`src/ssm_pkg.sv`:
```
// shared constants and control types for the selective state-space step block
package ssm_pkg;

  localparam int unsigned DEPTH = 64;
  localparam int unsigned IDX_W = $clog2(DEPTH);
  localparam int unsigned CNT_W = IDX_W + 1;

  localparam int unsigned ELEM_W  = 16;
  localparam int unsigned STATE_W = 32;
  localparam int unsigned ACC_W   = 48;

  localparam logic [STATE_W-1:0] STATE_MAX = {1'b0, {(STATE_W-1){1'b1}}};
  localparam logic [STATE_W-1:0] STATE_MIN = {1'b1, {(STATE_W-1){1'b0}}};
  localparam logic [ACC_W-1:0]   ACC_MAX   = {1'b0, {(ACC_W-1){1'b1}}};
  localparam logic [ACC_W-1:0]   ACC_MIN   = {1'b1, {(ACC_W-1){1'b0}}};

  // half of one Q.28 to Q16.16 step, for round half up
  localparam int unsigned RND_HALF = 2048;
  localparam int unsigned RND_SHIFT = 12;

  typedef struct packed {
    logic capture;  // take the input fields, read the state element
    logic drop;     // element beyond DEPTH
    logic mul1;     // a*state and b*x
    logic update;   // round, saturate, write back the state
    logic mul2;     // c*new state
    logic accum;    // add the term to the dot product
    logic emit;     // load the output register, start a new step
  } ssm_cmd_t;

  typedef struct packed {
    logic full;     // element counter at DEPTH
    logic last;     // captured item ends the step
  } ssm_status_t;

endpackage

```
`src/ssm_ctrl.sv`:
```
// sequencer for one element: read, multiply, update, multiply, accumulate, finish
module ssm_ctrl (
  input  logic                 clk_i,
  input  logic                 rst_ni,
  input  logic                 in_valid_i,
  output logic                 in_ready_o,
  output logic                 out_valid_o,
  input  logic                 out_ready_i,
  input  ssm_pkg::ssm_status_t status_i,
  output ssm_pkg::ssm_cmd_t    cmd_o
);

  localparam logic [2:0] S_IDLE = 3'd0;
  localparam logic [2:0] S_MUL1 = 3'd1;
  localparam logic [2:0] S_UPD  = 3'd2;
  localparam logic [2:0] S_MUL2 = 3'd3;
  localparam logic [2:0] S_ACC  = 3'd4;
  localparam logic [2:0] S_FIN  = 3'd5;

  logic [2:0] state_q, state_d;
  logic       out_valid_q, out_valid_d;
  logic       slot_free;
  logic       accept;

  assign in_ready_o  = (state_q == S_IDLE);
  assign out_valid_o = out_valid_q;
  assign accept      = in_valid_i && (state_q == S_IDLE);
  assign slot_free   = !out_valid_q || out_ready_i;

  always_comb begin
    state_d = state_q;
    cmd_o   = '0;
    unique case (state_q)
      S_IDLE: begin
        if (accept) begin
          cmd_o.capture = 1'b1;
          if (status_i.full) begin
            cmd_o.drop = 1'b1;
            state_d    = S_FIN;
          end else begin
            state_d = S_MUL1;
          end
        end
      end
      S_MUL1: begin
        cmd_o.mul1 = 1'b1;
        state_d    = S_UPD;
      end
      S_UPD: begin
        cmd_o.update = 1'b1;
        state_d      = S_MUL2;
      end
      S_MUL2: begin
        cmd_o.mul2 = 1'b1;
        state_d    = S_ACC;
      end
      S_ACC: begin
        cmd_o.accum = 1'b1;
        state_d     = S_FIN;
      end
      S_FIN: begin
        if (!status_i.last) begin
          state_d = S_IDLE;
        end else if (slot_free) begin
          cmd_o.emit = 1'b1;
          state_d    = S_IDLE;
        end
      end
      default: begin
        state_d = S_IDLE;
      end
    endcase
  end

  always_comb begin
    out_valid_d = out_valid_q;
    if (cmd_o.emit) begin
      out_valid_d = 1'b1;
    end else if (out_ready_i) begin
      out_valid_d = 1'b0;
    end
  end

  always_ff @(posedge clk_i or negedge rst_ni) begin
    if (!rst_ni) begin
      state_q     <= S_IDLE;
      out_valid_q <= 1'b0;
    end else begin
      state_q     <= state_d;
      out_valid_q <= out_valid_d;
    end
  end

endmodule

```
`config.mk`:
```
export PLATFORM = sky130hd
export DESIGN_NAME = ssm_ctrl
export DESIGN_NICKNAME = d
export VERILOG_FILES = /design/src/ssm_pkg.sv /design/src/ssm_ctrl.sv
export SDC_FILE = /design/constraint.sdc
export NUM_CORES = 1
export LEC_CHECK = 0
export BUFFER_PORTS_ARGS = -buffer_cell sky130_fd_sc_hd__buf_2
export CORE_AREA = 2 2 39 41
export DETAILED_ROUTE_END_ITERATION = 10
export DIE_AREA = 0 0 41 43
export PLACE_DENSITY = 0.42
export SETUP_SLACK_MARGIN = 0.05
export SLEW_MARGIN = 20
export SYNTH_ARGS = -nofsm -noshare
export SYNTH_HDL_FRONTEND = slang
export SYNTH_SLANG_ARGS = --single-unit
export TNS_END_PERCENT = 20
```
`constraint.sdc`:
```
create_clock -name clk_i -period 2.6 [get_ports clk_i]
set_input_delay 0.65 -clock clk_i [delete_from_list [all_inputs] [get_ports clk_i]]
set_output_delay 0.65 -clock clk_i [all_outputs]
set_load 0.01 [all_outputs]
```
* Yosys cells after proc, flatten, opt, wreduce, memory -nomap -nowiden
Cells that the tools add are included.
Cells by class: equal/unequal tests 7, multiplexer cells 17, reduce and logical (&&, ||, !) cells 6
Operator list (number):
- $pmux 3 s6 | 1
- $mux 3 | 4
- $mux 1 | 10
- $eq 3x2->1 const B | 2
- $eq 3x3->1 const B | 2
- $mux 2 | 2
- $eq 3x1->1 const B | 1
- $logic_not 3->1 | 1
- $ne 3x3->1 const B | 1
- $ne 2x1->1 const B | 1
- $reduce_and 2->1 | 1
- $reduce_bool 2->1 | 1
- $logic_and 1x1->1 | 1
- $logic_not 1->1 | 1
- $logic_or 1x1->1 | 1
Storage, ports and cells: register bits after elaboration 4, input port bits 6, output and inout bits 9, logic and storage cells 32

* Longest topological paths before layout
Gate-level depths: netlist of run 1.
word-level depth 6, mapped depth 3, gate-level depth less buffers 3

* Worst setup path after synthesis of run 1
OpenSTA, ideal clock, no wires.
path type reg-to-output, from reg state_q[2], to out cmd_o[5] (netlist name), data arrival time 1.067 ns, path slack 0.883 ns, cell stages (with the launch flop) 3, buffers on the path 0, path through dfrtp_1 nor3_1 and3_1
RTL lines:
- start: declaration | RTL line ssm_ctrl.sv:20 | logic [2:0] state_q, state_d;
- start signal: assignment | RTL line ssm_ctrl.sv:89 | state_q <= state_d;
- end: declaration | RTL line ssm_ctrl.sv:10 | output ssm_pkg::ssm_cmd_t cmd_o

==> metrics, run 1 <==
crit start category=flop; Port-buffer cells=14; Post-synth EDFFs=0; R2R Path Start=state_q[2]; Syn Inst Count=25; syn_nets=31; Crit path required time=1.95 ns; IO Count=15; DRC=0; kind of critical path=reg2out; Synth area leader=dfrtp_1; Peak VDD IR=0.000321 V; initial antenna violation count=0; Hold Slack=0.213 ns; #FFs+latches synth=4; Synth Warn #=0; final worst-path cycle share=74.0%; top-count cell post-synth=dfrtp_1; Skew-Pair Late Insertion Delay=0.23 ns; first-pass GRT wire length=828 um; global route total overflow=0; die width=41 um; max-slew headroom at the worst pin=84.1%; Fillers=155; Iteration-0 DRC Markers=3; status=finished clean; Max Cap Violations=0; delay-heaviest family, CP=simple AND/OR/NAND/NOR gates; drt via density=4.02; Setup crit end kind=output pin; Max Fclk=520 MHz; synthesized area=231 um2; Inserted Clock Buffers=3; cts repair resizes=0; largest net degree at the start of global routing=9; CTS clk-pin slew, worst paths=0.04 ns; Synth async-reset ratio=100%; clock sink total=4; most frequent cells after synthesis=dfrtp_1 (4), nor2_1 (3), and2_1 (2), nand2b_1 (2), nor3b_1 (2); vias in the first global route=207; Final ANT Viol Nets=0; ANT cells=0; worst-path fanout max=8; fin area=337 um2; DR vias=229; H-tree Lvls=1; average size of a mapped cell=9.26 um2; CP bufs+invs=1; R2R Path End=state_q[0]; largest cells by area after synthesis=dfrtp_1 (43%), nor3b_1 (6.5%), and2_1 (5.4%), nand2b_1 (5.4%), nor2_1 (4.9%); top_reg_cell synth=dfrtp_1; leakage power=0.000186 uW; final setup margin=0.676 ns; area post-placement=314 um2; setup TNS=0 ns; pwr/cell area=1080 nW/um2; worst clock skew=0.00249 ns; top-area cell type share of the netlist area=43.2%; core box area=1380 um2; Setup violations, final=0; layout cells sized above 1=46.3%; slowest stage cell, crit path=dfrtp_1; Slew @ Worst Pin=0.237 ns; final count of hold timing violations=0; Die Height=43 um; placer congestion estimate=0.623; Starting Density=16.7%; CP Cell Sequence=nor3_1, and3_1, buf_2; Area growth, synth to finish=45.4%; Synth cell types=17; TritonCTS clock tree=built; FF-to-FF setup slack=1.52 ns; RSZ-0062 raised after global routing=no; setup bufs post-CTS=0; Routed WL=556 um; clk buf depth=2; CTS root buffer=clkbuf_4; pre-CTS WS=0.839 ns; Hold-fix buffers, CTS=0; Detail Placement HPWL=417 um; R2R cell count=2; total global-route track usage=7.35%; DRT Pass-1 Iters=3; post-layout min period=1.92 ns; DR WL/cell=9.75 um; Core Rows=14; CP Data Arrival Time=1.27 ns; Total Nets Final=49; sequential-to-total area share from yosys stat=43.2%; die area=1760 um2; Min-Delay Path Class=in2async; Max Transition Viols Final=0; CP peak stage delay=0.45 ns
[per-layer routing]
metal / vias to the layer above / part of all wire (%) / track usage [%]
met3: 0 / 11 / 4.19
met4: 0 / 0 / 6.00
met5: - / 0 / 0
li1: 120 / - / -
met2: 14 / 39 / 8.75
met1: 95 / 50 / 9.09
[sequential cells by signal (all words and copies together) (netlist names)]
signal	cells
state_q	3
out_valid_o	1
[power by group]
part	switching, uW	internal [uW]	leakage, uW
Sequential	40.9	87.3	0.0000517
Combinational	77.8	84.1	0.000121
Clock	23.3	51.5	0.0000138
[cell families after synthesis]
logic type	synth area share, %
AOI/OAI and AO/OA	10.3
buffers and inverters	3.24
DFF	43.2
and+or+nand+nor	43.2
[area by class of cell]
class | count | area (um2) | share of cell area, %
Timing Repair Buffer | 14 | 70.1 | 20.8
Tap cell | 16 | 20.0 | 5.95
Sequential cell | 4 | 100 | 29.7
Multi-Input combinational cell | 20 | 124 | 36.8
Clock buffer | 3 | 22.5 | 6.69
[worst max path at each step]
stage | start | to | cells after the start
after floorplan | state_q[2] | cmd_o[5] | 2
after global placement | out_ready_i | cmd_o[0] | 4
after detailed placement | out_ready_i | cmd_o[0] | 4
after CTS | state_q[2] | cmd_o[5] | 3
after global routing | state_q[2] | cmd_o[5] | 3
final | state_q[2] | cmd_o[5] | 3
[through the flow]
step | power, uW | std cells | utilization [%]
4_1_cts | 375 | 57 | 24.3
5_1_grt | 405 | 57 | 24.3
6_report | 365 | 57 | 24.3
3_3_place_gp | 294 | 54 | 22.7
3_5_place_dp | 294 | 54 | 22.7
2_1_floorplan | 226 | 25 | -
[cells in the final DEF (no fill, tap or decap)]
cell | netlist | routed
and3b_2 | 1 | 1
clkbuf_4 | 0 | 3
and3_1 | 1 | 1
or2_2 | 1 | 1
dfrtp_1 | 4 | 4
a21oi_1 | 1 | 1
and2_1 | 2 | 2
or3_1 | 1 | 1
a31oi_1 | 1 | 1
a21boi_0 | 1 | 1
nor3b_1 | 2 | 2
o21ai_0 | 1 | 1
nor2b_1 | 1 | 1
nor3_1 | 1 | 1
nor2_1 | 3 | 3
buf_2 | 0 | 14
nand2b_1 | 2 | 2
nand4b_1 | 1 | 1
No activity file was read; power rests on OpenSTA's default activity.
==> inputs of run 2 (changes only) <==
--- a/config.mk
+++ b/config.mk
@@ -5,11 +5,12 @@
 export SDC_FILE = /design/constraint.sdc
 export NUM_CORES = 1
 export LEC_CHECK = 0
+export ABC_AREA = 1
 export BUFFER_PORTS_ARGS = -buffer_cell sky130_fd_sc_hd__buf_2
 export CORE_AREA = 2 2 39 41
 export DETAILED_ROUTE_END_ITERATION = 10
 export DIE_AREA = 0 0 41 43
-export PLACE_DENSITY = 0.42
+export PLACE_DENSITY = 0.45
 export SETUP_SLACK_MARGIN = 0.05
 export SLEW_MARGIN = 20
 export SYNTH_ARGS = -nofsm -noshare
==> constraint.sdc (replaced) <==
create_clock -name clk_i -period 1.8 [get_ports clk_i]
set_input_delay 0.45 -clock clk_i [delete_from_list [all_inputs] [get_ports clk_i]]
set_output_delay 0.45 -clock clk_i [all_outputs]
set_load 0.01 [all_outputs]
==> run 2 against run 1 <==
  * Design area increased by 14%
  * Sequential share of layout area decreased by 3.4 points
  * Register-to-register slack got worse by 0.72 ns
  * Clock skew decreased by 0.0016 ns
  * Total power increased by 68%
  * Non-clock buffer count unchanged
  * Clock-buffer cell count unchanged
  * Global-route usage about the same
  * Via count increased by 24%
  * Sequential power increased by 47%
  * Critical path depth increased by 3
  * Critical endpoint unchanged
  * Largest power group unchanged
  * Highest routed layer unchanged
==> metrics, run 2 <==
status=finished clean (unchanged); Routed WL=534 um (was 556 um); setup bufs post-CTS=0 (unchanged); Setup crit end kind=output pin (unchanged); #FFs+latches synth=4 (unchanged); crit start category=flop (unchanged); Min-Delay Path Class=in2async (unchanged); drt via density=3.93 (was 4.02); Die Height=43 um (unchanged); Post-synth EDFFs=0 (unchanged); die width=41 um (unchanged); CP bufs+invs=3 (was 1); FF-to-FF setup slack=0.80 ns (was 1.52 ns); Iteration-0 DRC Markers=5 (was 3); Total Nets Final=64 (was 49); Synth Area in Simple Gates=33.9% (was 43.2%); Setup violations, final=0 (unchanged); final count of hold timing violations=0 (unchanged); Starting Density=19.7% (was 16.7%); total global-route track usage=7.37% (was 7.35%); Syn Inst Count=40 (was 25); global route total overflow=0 (unchanged); first-pass GRT wire length=807 um (was 828 um); synthesized area=273 um2 (was 231 um2); Critical Path Stages=6 (was 3); multi-input combinational cell area=129 um2 (was 124 um2); most frequent cells after synthesis=inv_1 (8), nor2_1 (7), nand3_1 (5) (was dfrtp_1 (4), nor2_1 (3), and2_1 (2), nand2b_1 (2), nor3b_1 (2)); DRT Pass-1 Iters=4 (was 3); Skew-Pair Late Insertion Delay=0.23 ns (about the same); die area=1760 um2 (unchanged); CP most frequent cell=inv_2; Synth Warn #=0 (unchanged); fin area=384 um2 (was 337 um2); placer congestion estimate=0.628 (was 0.623); kind of critical path=reg2out (unchanged); largest net degree at the start of global routing=8 (was 9); top_reg_cell synth=dfrtp_1 (unchanged); Max Transition Viols Final=0 (unchanged); ANT cells=0 (unchanged); Core Rows=14 (unchanged); Area growth, synth to finish=40.8% (was 45.4%); slowest stage cell, crit path=dfrtp_1 (unchanged); R2R Path End=state_q[2] (was state_q[0]); DR WL/cell=7.42 um (was 9.75 um); max FFs per register=3 (unchanged); Synth area leader=dfrtp_1 (unchanged); pwr/cell area=1590 nW/um2 (was 1080 nW/um2); Inserted Clock Buffers=3 (unchanged); Hold-fix buffers, CTS=0 (unchanged); syn_nets=46 (was 31); CTS clk-pin slew, worst paths=0.04 ns (about the same); CP peak stage delay=0.41 ns (was 0.45 ns); XOR/XNOR Fraction of Synth Area=0% (unchanged); pre-CTS WS=0.320 ns (was 0.839 ns); post-layout min period=1.67 ns; H-tree Lvls=1 (unchanged); top-count cell post-synth=inv_1 (was dfrtp_1); CP Data Arrival Time=1.22 ns (was 1.27 ns); Synth cell types=15 (was 17); largest family of logic cells by synthesized area=simple AND/OR/NAND/NOR gates (unchanged); Port-buffer cells=14 (unchanged); largest cells by area after synthesis=dfrtp_1 (37%), inv_1 (11%), nor2_1 (9.6%), nand3_1 (9.2%), nor2_2 (4.6%) (was dfrtp_1 (43%), nor3b_1 (6.5%), and2_1 (5.4%), nand2b_1 (5.4%), nor2_1 (4.9%)); Peak VDD IR=0.000394 V (was 0.000321 V); Final ANT Viol Nets=0 (unchanged); worst-path fanout max=5 (was 8); most flop-heavy register=state_q (unchanged); setup TNS=0 ns (unchanged); Register Area=101 um2 (was 100 um2); CP Cell Sequence=nor2_2, inv_2, nor2_4, inv_2, nor3_2, buf_2 (was nor3_1, and3_1, buf_2); average size of a mapped cell=6.82 um2 (was 9.26 um2); CTS root buffer=clkbuf_4 (unchanged); clock sink total=4 (unchanged); cts repair resizes=0 (unchanged); most frequent cells in the layout=buf_2 (14), inv_1 (8), nor2_1 (7) (was buf_2 (14), dfrtp_1 (4), nor2_1 (3), clkbuf_4 (3)); DR vias=283 (was 229); Crit path required time=1.35 ns (was 1.95 ns); RSZ-0062 raised after global routing=yes (was no); delay-heaviest family, CP=flip-flops (was simple AND/OR/NAND/NOR gates); worst clock skew=0.000846 ns (was 0.00249 ns); top-area cell type share of the netlist area=36.7% (was 43.2%); commonest non-fill, non-tap cell in the layout=buf_2 (unchanged); final worst-path cycle share=93.0%; DRC=0 (unchanged); Max Cap Violations=0 (unchanged); R2R Path Start=state_q[2] (unchanged); max-slew headroom at the worst pin=81.6% (was 84.1%); final setup margin=0.126 ns (was 0.676 ns); Detail Placement HPWL=459 um (was 417 um); Slew @ Worst Pin=0.275 ns (was 0.237 ns); leakage power=0.000234 uW (was 0.000186 uW); multiplexer share of the synthesized area=0% (unchanged); IO Count=15 (unchanged); core box area=1380 um2 (unchanged); initial antenna violation count=0 (unchanged); Compound-Gate Fraction of Synth Area=11.5% (was 10.3%); layout cells sized above 1=42.9% (was 46.3%); area post-placement=355 um2 (was 314 um2); vias in the first global route=234 (was 207); Synth Area in Adders=0% (unchanged); sequential-to-total area share from yosys stat=36.7% (was 43.2%); clk buf depth=2 (unchanged); Max Fclk=597 MHz; TritonCTS clock tree=built (unchanged); Fillers=170 (was 155); R2R cell count=4 (was 2); Synth async-reset ratio=100% (unchanged)
==> run 2: how the worst max path moves through the flow <==
stage | from | to | slack, ns
floorplan | state_q[1] | cmd_o[5] | 0.35
global placement | state_q[1] | cmd_o[5] | 0.34
detailed placement | state_q[1] | cmd_o[5] | 0.32
CTS | state_q[1] | cmd_o[5] | 0.07
global route | state_q[0] | cmd_o[5] | 0.04
finish | state_q[0] | cmd_o[5] | 0.13
==> run 2: metal layers <==
layer	track usage [%]	up-vias	part of all wire, %
met3	1.57	0	7.5
met4	10.0	0	0
met1	7.52	119	43
met2	10.0	9	49
li1	-	155	-
met5	0	-	0
==> run 2: logic make-up after synthesis <==
family	count (synthesis)
compound gates	5
simple gates	19
flops	4
buf+inv	12
==> run 2: cell type report <==
cell class              count  share of cell area (%)
clock buffers               3                    5.86
inverters                  11                    10.7
multi-input cells          24                    33.6
flip-flops and latches      4                    26.4
well taps                  16                    5.21
repair buffers             14                    18.2
==> run 2: per-stage QoR <==
step	power, uW	std cells	util (%)	hold WS (ns)
after floorplan	398	40	-	0.154
after global placement	501	69	25.7	0.259
after detailed placement	499	69	25.7	0.259
after CTS	615	72	27.3	0.00758
after global routing	679	72	27.8	0.0146
final	612	72	27.8	0.0156
==> run 2: power by group <==
group,switching (uW),total [uW],leakage [uW],internal [uW]
clock,33.2,108,0.0000138,74.3
combinational,184,317,0.000171,133
sequential,56.7,188,0.0000497,131
total,274,612,0.000234,339
